`src/sbck_pkg.sv`:
```
// Shared types and constants for the stretch blit with colour key.
`default_nettype none

package sbck_pkg;

  localparam int PixW     = 32;
  localparam int CoordW   = 12;
  localparam int SizeW    = 13;
  localparam int StepW    = 29;
  localparam int AccW     = 28;
  localparam int FracBits = 16;
  localparam int RegIdxW  = 3;
  localparam int AddrW    = 5;

  // Register map, byte address is 4 * index
  typedef enum logic [RegIdxW-1:0] {
    REG_DST_WIDTH  = 3'd0,
    REG_DST_HEIGHT = 3'd1,
    REG_X_STEP     = 3'd2,
    REG_Y_STEP     = 3'd3,
    REG_CONTROL    = 3'd4,
    REG_KEY_LOW    = 3'd5,
    REG_KEY_HIGH   = 3'd6,
    REG_KEY_MASK   = 3'd7
  } reg_idx_e;

  typedef enum logic [1:0] {
    KEY_NONE = 2'd0,
    KEY_SRC  = 2'd1,
    KEY_DST  = 2'd2,
    KEY_RSVD = 2'd3
  } key_mode_e;

  typedef struct packed {
    logic [SizeW-1:0] dst_width;
    logic [SizeW-1:0] dst_height;
    logic [StepW-1:0] x_step;
    logic [StepW-1:0] y_step;
    logic [3:0]       control;
    logic [PixW-1:0]  key_low;
    logic [PixW-1:0]  key_high;
    logic [PixW-1:0]  key_mask;
  } cfg_t;

  localparam cfg_t CfgReset = '{
    dst_width:  13'd1,
    dst_height: 13'd1,
    x_step:     29'd65536,
    y_step:     29'd65536,
    control:    4'd0,
    key_low:    32'hFFFF_FFFF,
    key_high:   32'h0000_0000,
    key_mask:   32'hFFFF_FFFF
  };

  typedef struct packed {
    logic [CoordW-1:0] wr_x;
    logic [CoordW-1:0] wr_y;
    logic [CoordW-1:0] next_src_x;
    logic [CoordW-1:0] next_src_y;
    logic [CoordW-1:0] next_dst_x;
    logic [CoordW-1:0] next_dst_y;
    logic              last;
  } walk_t;

  // Mirrored coordinate when flip is set; wraps when a counter sits beyond a shrunk size
  function automatic logic [CoordW-1:0] mirror(logic [SizeW:0] c, logic [SizeW:0] size,
                                               logic flip);
    logic [SizeW:0] m;
    m = flip ? (size - (SizeW+1)'(1) - c) : c;
    return m[CoordW-1:0];
  endfunction

endpackage

`default_nettype wire

```
`src/sbck_regs.sv`:
```
// APB configuration register file.
`default_nettype none

module sbck_regs (
  input  wire logic                        clk_i,
  input  wire logic                        rst_ni,
  input  wire logic                        psel,
  input  wire logic                        penable,
  input  wire logic                        pwrite,
  input  wire logic [sbck_pkg::AddrW-1:0]  paddr,
  input  wire logic [31:0]                 pwdata,
  output logic      [31:0]                 prdata,
  output logic                             pready,
  output sbck_pkg::cfg_t                   cfg_o
);

  sbck_pkg::cfg_t      cfg_q, cfg_d;
  sbck_pkg::reg_idx_e  idx;
  logic                wr_en;

  assign idx    = sbck_pkg::reg_idx_e'(paddr[sbck_pkg::AddrW-1:2]);
  assign wr_en  = psel & penable & pwrite;
  assign pready = 1'b1;
  assign cfg_o  = cfg_q;

  always_comb begin
    cfg_d = cfg_q;
    if (wr_en) begin
      case (idx)
        sbck_pkg::REG_DST_WIDTH:  cfg_d.dst_width  = pwdata[sbck_pkg::SizeW-1:0];
        sbck_pkg::REG_DST_HEIGHT: cfg_d.dst_height = pwdata[sbck_pkg::SizeW-1:0];
        sbck_pkg::REG_X_STEP:     cfg_d.x_step     = pwdata[sbck_pkg::StepW-1:0];
        sbck_pkg::REG_Y_STEP:     cfg_d.y_step     = pwdata[sbck_pkg::StepW-1:0];
        sbck_pkg::REG_CONTROL:    cfg_d.control    = pwdata[3:0];
        sbck_pkg::REG_KEY_LOW:    cfg_d.key_low    = pwdata;
        sbck_pkg::REG_KEY_HIGH:   cfg_d.key_high   = pwdata;
        sbck_pkg::REG_KEY_MASK:   cfg_d.key_mask   = pwdata;
        default: ;
      endcase
    end
  end

  always_comb begin
    case (idx)
      sbck_pkg::REG_DST_WIDTH:  prdata = 32'(cfg_q.dst_width);
      sbck_pkg::REG_DST_HEIGHT: prdata = 32'(cfg_q.dst_height);
      sbck_pkg::REG_X_STEP:     prdata = 32'(cfg_q.x_step);
      sbck_pkg::REG_Y_STEP:     prdata = 32'(cfg_q.y_step);
      sbck_pkg::REG_CONTROL:    prdata = 32'(cfg_q.control);
      sbck_pkg::REG_KEY_LOW:    prdata = cfg_q.key_low;
      sbck_pkg::REG_KEY_HIGH:   prdata = cfg_q.key_high;
      sbck_pkg::REG_KEY_MASK:   prdata = cfg_q.key_mask;
      default:                  prdata = '0;
    endcase
  end

  always_ff @(posedge clk_i or negedge rst_ni) begin
    if (!rst_ni) begin
      cfg_q <= sbck_pkg::CfgReset;
    end else begin
      cfg_q <= cfg_d;
    end
  end

endmodule

`default_nettype wire

```
`src/sbck_walk.sv`:
```
// Raster walk: pixel counters, 12.16 source accumulators and mirrored addresses.
`default_nettype none

module sbck_walk #(
  parameter int MAX_DIM = 4096
) (
  input  wire logic       clk_i,
  input  wire logic       rst_ni,
  input  wire logic       step_i,
  input  sbck_pkg::cfg_t  cfg_i,
  output sbck_pkg::walk_t pos_o
);

  localparam int SzW = sbck_pkg::SizeW + 1;
  // Effective sizes never exceed 8191, the largest value the size registers hold
  localparam int CntW = (MAX_DIM > 8192) ? sbck_pkg::SizeW : $clog2(MAX_DIM);
  localparam logic [SzW-1:0] MaxDimC = (MAX_DIM > 8191) ? SzW'(8191) : SzW'(MAX_DIM);
  localparam int AccW = sbck_pkg::AccW;
  localparam int Fb   = sbck_pkg::FracBits;
  localparam int Cw   = sbck_pkg::CoordW;

  logic [CntW-1:0] col_q, col_d, row_q, row_d;
  logic [AccW-1:0] xacc_q, xacc_d, yacc_q, yacc_d;
  logic [SzW-1:0]  w_eff, h_eff, col_p1, row_p1;
  logic            col_end, row_end, flip_x, flip_y;

  always_comb begin
    if (cfg_i.dst_width == '0) begin
      w_eff = SzW'(1);
    end else if ({1'b0, cfg_i.dst_width} > MaxDimC) begin
      w_eff = MaxDimC;
    end else begin
      w_eff = {1'b0, cfg_i.dst_width};
    end
    if (cfg_i.dst_height == '0) begin
      h_eff = SzW'(1);
    end else if ({1'b0, cfg_i.dst_height} > MaxDimC) begin
      h_eff = MaxDimC;
    end else begin
      h_eff = {1'b0, cfg_i.dst_height};
    end
  end

  assign flip_x  = cfg_i.control[2];
  assign flip_y  = cfg_i.control[3];
  assign col_p1  = SzW'(col_q) + SzW'(1);
  assign row_p1  = SzW'(row_q) + SzW'(1);
  assign col_end = (col_p1 >= w_eff);
  assign row_end = (row_p1 >= h_eff);

  always_comb begin
    col_d  = col_p1[CntW-1:0];
    row_d  = row_q;
    xacc_d = xacc_q + cfg_i.x_step[AccW-1:0];
    yacc_d = yacc_q;
    if (col_end) begin
      col_d  = '0;
      xacc_d = '0;
      if (row_end) begin
        row_d  = '0;
        yacc_d = '0;
      end else begin
        row_d  = row_p1[CntW-1:0];
        yacc_d = yacc_q + cfg_i.y_step[AccW-1:0];
      end
    end
  end

  always_comb begin
    pos_o.wr_x       = sbck_pkg::mirror(SzW'(col_q), w_eff, flip_x);
    pos_o.wr_y       = sbck_pkg::mirror(SzW'(row_q), h_eff, flip_y);
    pos_o.next_src_x = xacc_d[Fb+Cw-1:Fb];
    pos_o.next_src_y = yacc_d[Fb+Cw-1:Fb];
    pos_o.next_dst_x = sbck_pkg::mirror(SzW'(col_d), w_eff, flip_x);
    pos_o.next_dst_y = sbck_pkg::mirror(SzW'(row_d), h_eff, flip_y);
    pos_o.last       = col_end & row_end;
  end

  always_ff @(posedge clk_i or negedge rst_ni) begin
    if (!rst_ni) begin
      col_q  <= '0;
      row_q  <= '0;
      xacc_q <= '0;
      yacc_q <= '0;
    end else if (step_i) begin
      col_q  <= col_d;
      row_q  <= row_d;
      xacc_q <= xacc_d;
      yacc_q <= yacc_d;
    end
  end

endmodule

`default_nettype wire

```
`src/stretch_blit_color_key.sv`:
```
// Stretch blit with colour key: top level with input and result stages.
// An accepted beat is registered in the input stage, then in the result stage; one pixel
// per cycle unless the output stalls. Walk counters and accumulators step once per beat.
// in_ready_o drops only while both stages hold data and the output is stalled.
// Reset (rst_ni low, asynchronous) empties both stages, returns the walk to pixel 0,0
// and loads every configuration register with its reset value.
`default_nettype none

module stretch_blit_color_key #(
  parameter int MAX_DIM    = 4096,
  parameter int PIXEL_BITS = 32
) (
  input  wire logic                        clk_i,
  input  wire logic                        rst_ni,
  input  wire logic                        psel,
  input  wire logic                        penable,
  input  wire logic                        pwrite,
  input  wire logic [sbck_pkg::AddrW-1:0]  paddr,
  input  wire logic [31:0]                 pwdata,
  output logic      [31:0]                 prdata,
  output logic                             pready,
  input  wire logic                        in_valid_i,
  output logic                             in_ready_o,
  input  wire logic [31:0]                 src_pixel_i,
  input  wire logic [31:0]                 dst_pixel_i,
  output logic                             out_valid_o,
  input  wire logic                        out_ready_i,
  output logic                             write_enable_o,
  output logic      [31:0]                 write_data_o,
  output logic      [11:0]                 write_x_o,
  output logic      [11:0]                 write_y_o,
  output logic      [11:0]                 next_src_x_o,
  output logic      [11:0]                 next_src_y_o,
  output logic      [11:0]                 next_dst_x_o,
  output logic      [11:0]                 next_dst_y_o,
  output logic                             last_o
);

  localparam logic [31:0] PixMask =
    (PIXEL_BITS >= 32) ? 32'hFFFF_FFFF : 32'((64'd1 << PIXEL_BITS) - 64'd1);

  sbck_pkg::cfg_t    cfg;
  sbck_pkg::walk_t   pos;
  sbck_pkg::key_mode_e mode;

  logic        s1_v_q, s1_v_d, out_v_q, out_v_d;
  logic [31:0] s1_src_q, s1_dst_q;
  logic [31:0] src_m, dst_m, key_val;
  logic        in_key, we, s2_ready, s2_load, in_acc;

  logic        we_q;
  logic [31:0] data_q;
  sbck_pkg::walk_t pos_q;

  sbck_regs u_regs (
    .clk_i   (clk_i),
    .rst_ni  (rst_ni),
    .psel    (psel),
    .penable (penable),
    .pwrite  (pwrite),
    .paddr   (paddr),
    .pwdata  (pwdata),
    .prdata  (prdata),
    .pready  (pready),
    .cfg_o   (cfg)
  );

  sbck_walk #(.MAX_DIM(MAX_DIM)) u_walk (
    .clk_i  (clk_i),
    .rst_ni (rst_ni),
    .step_i (s2_load),
    .cfg_i  (cfg),
    .pos_o  (pos)
  );

  assign s2_ready   = !out_v_q || out_ready_i;
  assign s2_load    = s1_v_q && s2_ready;
  assign in_ready_o = !s1_v_q || s2_ready;
  assign in_acc     = in_valid_i && in_ready_o;

  // Colour key on the staged beat
  assign src_m = s1_src_q & PixMask;
  assign dst_m = s1_dst_q & PixMask;
  assign mode  = sbck_pkg::key_mode_e'(cfg.control[1:0]);

  always_comb begin
    key_val = (mode == sbck_pkg::KEY_DST) ? dst_m : src_m;
    key_val = key_val & cfg.key_mask;
    in_key  = (key_val >= cfg.key_low) && (key_val <= cfg.key_high);
    case (mode)
      sbck_pkg::KEY_SRC: we = in_key;
      sbck_pkg::KEY_DST: we = in_key;
      default:           we = 1'b1;
    endcase
  end

  always_comb begin
    s1_v_d = s1_v_q;
    if (in_acc) begin
      s1_v_d = 1'b1;
    end else if (s2_load) begin
      s1_v_d = 1'b0;
    end
    out_v_d = out_v_q;
    if (s2_load) begin
      out_v_d = 1'b1;
    end else if (out_ready_i) begin
      out_v_d = 1'b0;
    end
  end

  always_ff @(posedge clk_i or negedge rst_ni) begin
    if (!rst_ni) begin
      s1_v_q  <= 1'b0;
      out_v_q <= 1'b0;
    end else begin
      s1_v_q  <= s1_v_d;
      out_v_q <= out_v_d;
    end
  end

  always_ff @(posedge clk_i) begin
    if (in_acc) begin
      s1_src_q <= src_pixel_i;
      s1_dst_q <= dst_pixel_i;
    end
    if (s2_load) begin
      we_q   <= we;
      data_q <= src_m;
      pos_q  <= pos;
    end
  end

  assign out_valid_o    = out_v_q;
  assign write_enable_o = we_q;
  assign write_data_o   = data_q;
  assign write_x_o      = pos_q.wr_x;
  assign write_y_o      = pos_q.wr_y;
  assign next_src_x_o   = pos_q.next_src_x;
  assign next_src_y_o   = pos_q.next_src_y;
  assign next_dst_x_o   = pos_q.next_dst_x;
  assign next_dst_y_o   = pos_q.next_dst_y;
  assign last_o         = pos_q.last;

endmodule

`default_nettype wire

```
`config.mk`:
```
export PLATFORM = sky130hd
export DESIGN_NAME = stretch_blit_color_key
export DESIGN_NICKNAME = d
export VERILOG_FILES = /design/src/sbck_pkg.sv /design/src/sbck_regs.sv /design/src/sbck_walk.sv /design/src/stretch_blit_color_key.sv
export SDC_FILE = /design/constraint.sdc
export NUM_CORES = 1
export LEC_CHECK = 0
export ABC_CLOCK_PERIOD_IN_PS = 6700
export BUFFER_PORTS_ARGS = -buffer_cell sky130_fd_sc_hd__buf_4
export CAP_MARGIN = 20
export CORE_AREA = 2 2 220 222
export CTS_CLUSTER_DIAMETER = 120
export DETAILED_ROUTE_END_ITERATION = 7
export DIE_AREA = 0 0 222 224
export PLACE_DENSITY = 0.75
export SYNTH_ARGS = -nofsm -noshare
export SYNTH_HDL_FRONTEND = slang
export SYNTH_HIERARCHICAL = 1
export SYNTH_SLANG_ARGS = --single-unit
```
`constraint.sdc`:
```
create_clock -name clk_i -period 6.7 [get_ports clk_i]
set_input_delay 1.34 -clock clk_i [delete_from_list [all_inputs] [get_ports clk_i]]
set_output_delay 1.34 -clock clk_i [all_outputs]
set_load 0.05 [all_outputs]
```
==> run summary, run 1 <==
Status -> finished, final reports clean
Final Hold Vio Count -> 0
Fill cells -> 3865
GR Util met1 -> 0.360
Ranking of synthesized cells by area -> edfxtp_1, dfrtp_1, ha_1
Top post-synthesis cells by count -> nand2_1, dfrtp_1, ha_1
GR peak layer -> met2
Final WL -> 70200 um
Slew HR -> 0.268
Worst Setup Start Kind -> flop
Tmin final -> 5900 ps
Worst Skew -> 18.2 ps
Final period util -> 0.881
Synthesis-to-finish area growth -> 14.8%
Final Setup Violations -> 0
Cts bufs inserted -> 48
Post-layout nets -> 2926
Final hold slack -> 440 ps
Hold Path Class -> reg -> reg
Cell area after synthesis -> 25800 um2
Global Route Usage Sum -> 0.281
GRT Residual Overflow -> 0
CTS hold repair buffers -> 0
Yosys top cell by area -> edfxtp_1
DRT Pass-1 Iters -> 5
Post-synth cell types -> 89
Crit Path Class -> reg -> reg
Met2 global-route usage -> 0.460
Share of cells above drive strength 1 -> 0.232
Starting Density -> 0.546
CP bufs+invs -> 1
H-tree depth -> 2
Element type at the critical path end -> flop
Main synth FF type -> dfrtp_1
Yosys reg bits -> 436
Post-synth net total -> 2709
Number of port buffers -> 245
Tightest Pin Transition -> 1090 ps
GPL Wtd Cong -> 0.910
CTS clock-pin slew for the worst setup and hold paths -> 60 ps
Power density over the cells -> 433 nW/um2
Post_cts resized -> 0
# IOs -> 249
Synth Area per Inst -> 10.7 um2
Die Width -> 222 um
Cell family with the largest share of critical-path delay -> compound AO/OA/AOI/OAI gates
CTS tree -> done
Final setup margin -> 798 ps
Top cell type's share of synthesized area -> 0.198
Synth warnings -> 6
Drt wl/cell -> 21.4 um
CTS Buffer Depth -> 3
Total of max-cap violations -> 0
Post-Route Setup TNS -> 0 ps
Post-layout util -> 0.627
Crit-path max FO -> 7
Pre-CTS WS -> 853 ps
Drt initial violations -> 1524
Count leader, synth -> nand2_1
Vert. Die Dim -> 224 um
Asr flop ratio synth -> 0.610
Clk_lat worst skew -> 600 ps
CP max stage cell -> or4_1
Pleak -> 12.9 nW
Final Max Tran Viols -> 0
Crit path DAT -> 6240 ps
CTS sink count -> 436
Clock root buffer -> clkbuf_16
Count of flip-flops with a built-in enable after synthesis -> 170
Row cnt -> 80
Area after DPL -> 28100 um2
Antenna diodes -> 0
Vias in the first global route -> 19505
Area of the core -> 47300 um2
Via count -> 19551
DP Wirelength -> 51000 um
Final instance area -> 29700 um2
Unrepaired setup endpoints after global routing -> no
Drc violations -> 0
Worst vdd ir -> 0.293 mV
Drt via density -> 5.97
Synth Instances -> 2406
Die ar. -> 49700 um2
Largest net degree at the start of global routing -> 148
Crit-path max cell delay -> 560 ps
Initial antenna violation count -> 3
Max frequency -> 169 MHz
# Post-CTS Setup Buffers -> 0
Required @ worst endpoint -> 7040 ps
Critical Path Most Common Cell -> o21ai_0
Post-synthesis sequential area ratio -> 0.458
Post-route ant nets -> 0
Global-route wire length before repair -> 109000 um
Grt met3 use -> 0.0601
==> path summary, 6_finish.rpt <==
path / from / to / slack [ps] / cells after the start
worst max-delay path: u_regs/cfg_o[178]$_DFFE_PN0P_ / next_dst_y_o[10]$_DFFE_PP_ / 800 / 25
worst min-delay path: s1_src_q[3]$_DFFE_PP_ / write_data_o[3]$_DFFE_PP_ / 440 / 0
worst max register to register: u_regs/cfg_o[178]$_DFFE_PN0P_ / next_dst_y_o[10]$_DFFE_PP_ / 800 / 25
worst min register to register: s1_src_q[3]$_DFFE_PP_ / write_data_o[3]$_DFFE_PP_ / 440 / 0
max in group asynchronous: rst_ni / u_walk/xacc_q[16]$_DFFE_PN0P_ / 4480 / 2
min in group asynchronous: rst_ni / u_walk/row_q[4]$_DFFE_PN0P_ / 810 / 1
==> stage by stage <==
stage | power, W | cells
5_1_grt | 0.0137 | 3277
3_3_place_gp | 0.0100 | 3187
6_report | 0.0129 | 3277
2_1_floorplan | 0.00865 | 2406
4_1_cts | 0.0129 | 3276
3_5_place_dp | 0.0102 | 3187
==> sequential cells by signal, summed over array words and instances, names as in the netlist, 28 cells and up <==
register and count:
write_data_o 32, u_walk/xacc_q 28, dst_m 32, s1_src_q 32, u_walk/yacc_q 28, u_regs/cfg_o 184
==> metal layers <==
metal,wire [um],vias up
li1,-,9163
met1,29400,9536
met2,33000,683
met3,4790,163
met4,2960,6
met5,37,-
==> cell type report <==
cell class,instances,area (um2),share of cell area
multi-input cells,1723,12900,0.436
flip-flops and latches,436,11800,0.399
repair buffers,271,2050,0.0692
clock buffers,72,1370,0.0462
well taps,615,769,0.0259
inverters,143,537,0.0181
clock inverters,17,164,0.00552
==> power breakdown <==
| group | leakage [nW] | internal (W) | switching (W) |
|---|---|---|---|
| Clock | 0.755 | 0.00150 | 0.00110 |
| Combinational | 7.22 | 0.00235 | 0.00386 |
| Sequential | 4.92 | 0.00358 | 0.000473 |
==> kinds of logic (layout without fill, tap and decap cells) <==
logic type      count (synthesis)  after routing  share of synthesized area
compound gates                550            550                      0.137
xor+xnor                      118            118                     0.0400
fa+ha+maj                     196            196                     0.0966
buf+inv                       247            503                     0.0422
flops                         436            436                      0.458
mux                           282            282                      0.121
other cells                     1              1                   0.000145
simple gates                  576            576                      0.105
==> cell usage in the layout (no fill, tap or decap), types with 16 or more instances in the layout <==
master and instances:
nand3_1 56, nand2b_1 23, inv_1 141, a31oi_1 16
xor2_1 40, edfxtp_1 170, dfrtp_1 198, nand4_1 23
nand2_1 210, a22o_1 25, dfstp_2 68, o31ai_1 24
a21oi_1 136, xnor2_1 78, clkbuf_16 48, clkbuf_1 16
mux2_1 50, ha_1 188, mux2i_1 73, o21ai_0 151
nor3_1 35, nor2b_1 50, mux2_2 155, nor2_1 113
a21o_1 46, o22ai_1 20, buf_4 269
(Power assumes the default switching activity.)
==> inputs of run 2 (changes only) <==
- CORE_AREA: 2 2 220 222 -> 2 2 222 224
- DIE_AREA: 0 0 222 224 -> 0 0 224 226
- PLACE_DENSITY: 0.75 -> 0.74
==> run 2 against run 1 <==
Sequential share of layout area fell by 0.25 points. First-iteration DRC count rose by 10%. Sequential cell count did not move. Non-clock buffer count fell by 3. Sequential power barely moved. Core utilization fell by 0.90 points.
==> run summary, run 2 (synthesis gave the netlist of run 1 again) <==
Post-Route Setup TNS -> 0 ps
Power density over the cells -> 441 nW/um2
H-tree depth -> 2
Hold Path Class -> reg -> reg
CTS Buffer Depth -> 3
Post-route ant nets -> 0
Starting Density -> 0.534
Cts bufs inserted -> 48
Post_cts resized -> 0
Critical Path Most Common Cell -> o21ai_0
Worst Setup Start Kind -> flop
DP Wirelength -> 51400 um
Crit-path max cell delay -> 560 ps
Total of max-cap violations -> 0
Slew HR -> 0.308
Vias in the first global route -> 19892
Required @ worst endpoint -> 7030 ps
Commonest cells after routing, fill and taps aside -> buf_4, nand2_1, dfrtp_1
Largest net degree at the start of global routing -> 157
Global Route Usage Sum -> 0.281
Area of the core -> 48300 um2
CP bufs+invs -> 1
CP max stage cell -> or4_1
Share of cells above drive strength 1 -> 0.237
Initial antenna violation count -> 1
Cell family with the largest share of critical-path delay -> compound AO/OA/AOI/OAI gates
Worst vdd ir -> 0.282 mV
# Post-CTS Setup Buffers -> 0
Clk_lat worst skew -> 600 ps
GRT Residual Overflow -> 0
Vert. Die Dim -> 226 um
Max reg flops -> 184
CTS tree -> done
Worst Skew -> 19.7 ps
Synthesis-to-finish area growth -> 15.5%
Final Max Tran Viols -> 0
Unrepaired setup endpoints after global routing -> no
Crit-path max FO -> 7
Status -> finished, final reports clean
# IOs -> 249
Via count -> 19703
Max frequency -> 168 MHz
Die Width -> 224 um
Crit path DAT -> 6270 ps
CTS clock-pin slew for the worst setup and hold paths -> 60 ps
Post-layout nets -> 2923
Tmin final -> 5940 ps
DRT Pass-1 Iters -> 7
Element type at the critical path end -> flop
Final Setup Violations -> 0
GPL Wtd Cong -> 0.943
Tightest Pin Transition -> 1040 ps
Die ar. -> 50600 um2
Pleak -> 13.0 nW
Global-route wire length before repair -> 111000 um
Drt initial violations -> 1680
Final period util -> 0.886
Number of port buffers -> 245
Drc violations -> 0
Drt wl/cell -> 21.7 um
Drt via density -> 6.00
Commonest non-fill, non-tap cell in the layout -> buf_4
Crit Path Class -> reg -> reg
CTS hold repair buffers -> 0
Row cnt -> 81
Final hold slack -> 444 ps
Final WL -> 71100 um
CTS sink count -> 436
Final Hold Vio Count -> 0
Clock root buffer -> clkbuf_16
## run 2: cell type report
| class | instances | area [um2] |
|---|---|---|
| diodes | 1 | 2.50 |
| clock buffers | 55 | 1280 |
| clock inverters | 35 | 430 |
| fillers | 3909 | 18500 |
| inverters | 143 | 537 |
| multi-input cells | 1723 | 12900 |
| flip-flops and latches | 436 | 11800 |
| well taps | 622 | 778 |
| repair buffers | 268 | 2060 |
## run 2: per-layer routing
layer | wire length, um | vias up | global-route usage
li1 | - | 9147 | -
met1 | 30600 | 9753 | 0.372
met2 | 33500 | 630 | 0.462
met3 | 4010 | 171 | 0.0414
met4 | 2910 | 2 | 0.121
met5 | 15 | - | 0
## run 2: path summary, 6_finish.rpt
| kind | start | end | slack (ps) | cells after the start |
|---|---|---|---|---|
| setup / recovery | u_regs/cfg_o[178]$_DFFE_PN0P_ | next_dst_y_o[10]$_DFFE_PP_ | 760 | 25 |
| hold / removal | s1_src_q[19]$_DFFE_PP_ | write_data_o[19]$_DFFE_PP_ | 440 | 0 |
| setup reg to reg | u_regs/cfg_o[178]$_DFFE_PN0P_ | next_dst_y_o[10]$_DFFE_PP_ | 760 | 25 |
| hold reg to reg | s1_src_q[19]$_DFFE_PP_ | write_data_o[19]$_DFFE_PP_ | 440 | 0 |
| max in group asynchronous | rst_ni | u_regs/cfg_o[141]$_DFFE_PN0P_ | 4480 | 2 |
| min in group asynchronous | rst_ni | u_walk/row_q[6]$_DFFE_PN0P_ | 810 | 1 |
## run 2: power by group
group,switching (W),internal [W]
Clock,0.00115,0.00172
Combinational,0.00389,0.00234
Sequential,0.000475,0.00358
## run 2: worst reg2reg max path, stage by stage (launching register included)
cell and delay (ps):
dfrtp_1 440, or4_1 560, or3_1 440, nor3_1 150, o21ai_0 190, inv_1 170, ha_1 160, nor2b_1 50
o21ai_0 170, a21oi_1 110, o21a_1 200, a2111oi_2 390, or2_1 300, nand2_1 230, o21ai_0 290, ha_1 240
fa_1 220, nor2b_1 70, o21ai_0 150, nand2b_1 120, a21o_1 190, a21o_1 200, a31oi_1 260, o21ai_0 160
xnor2_1 150, mux2i_1 80
## run 2: through the flow
step | std cells | total power [W] | worst slack, ps | instance area [um2] | utilization
CTS | 3281 | 0.0132 | 837 | 29800 | 0.617
floorplan | 2406 | 0.00865 | 1400 | 25800 | -
detailed placement | 3191 | 0.0102 | 895 | 28100 | 0.582
finish | 3283 | 0.0132 | 764 | 29900 | 0.618
global placement | 3190 | 0.0100 | 939 | 28100 | 0.582
global route | 3282 | 0.0140 | 375 | 29900 | 0.618
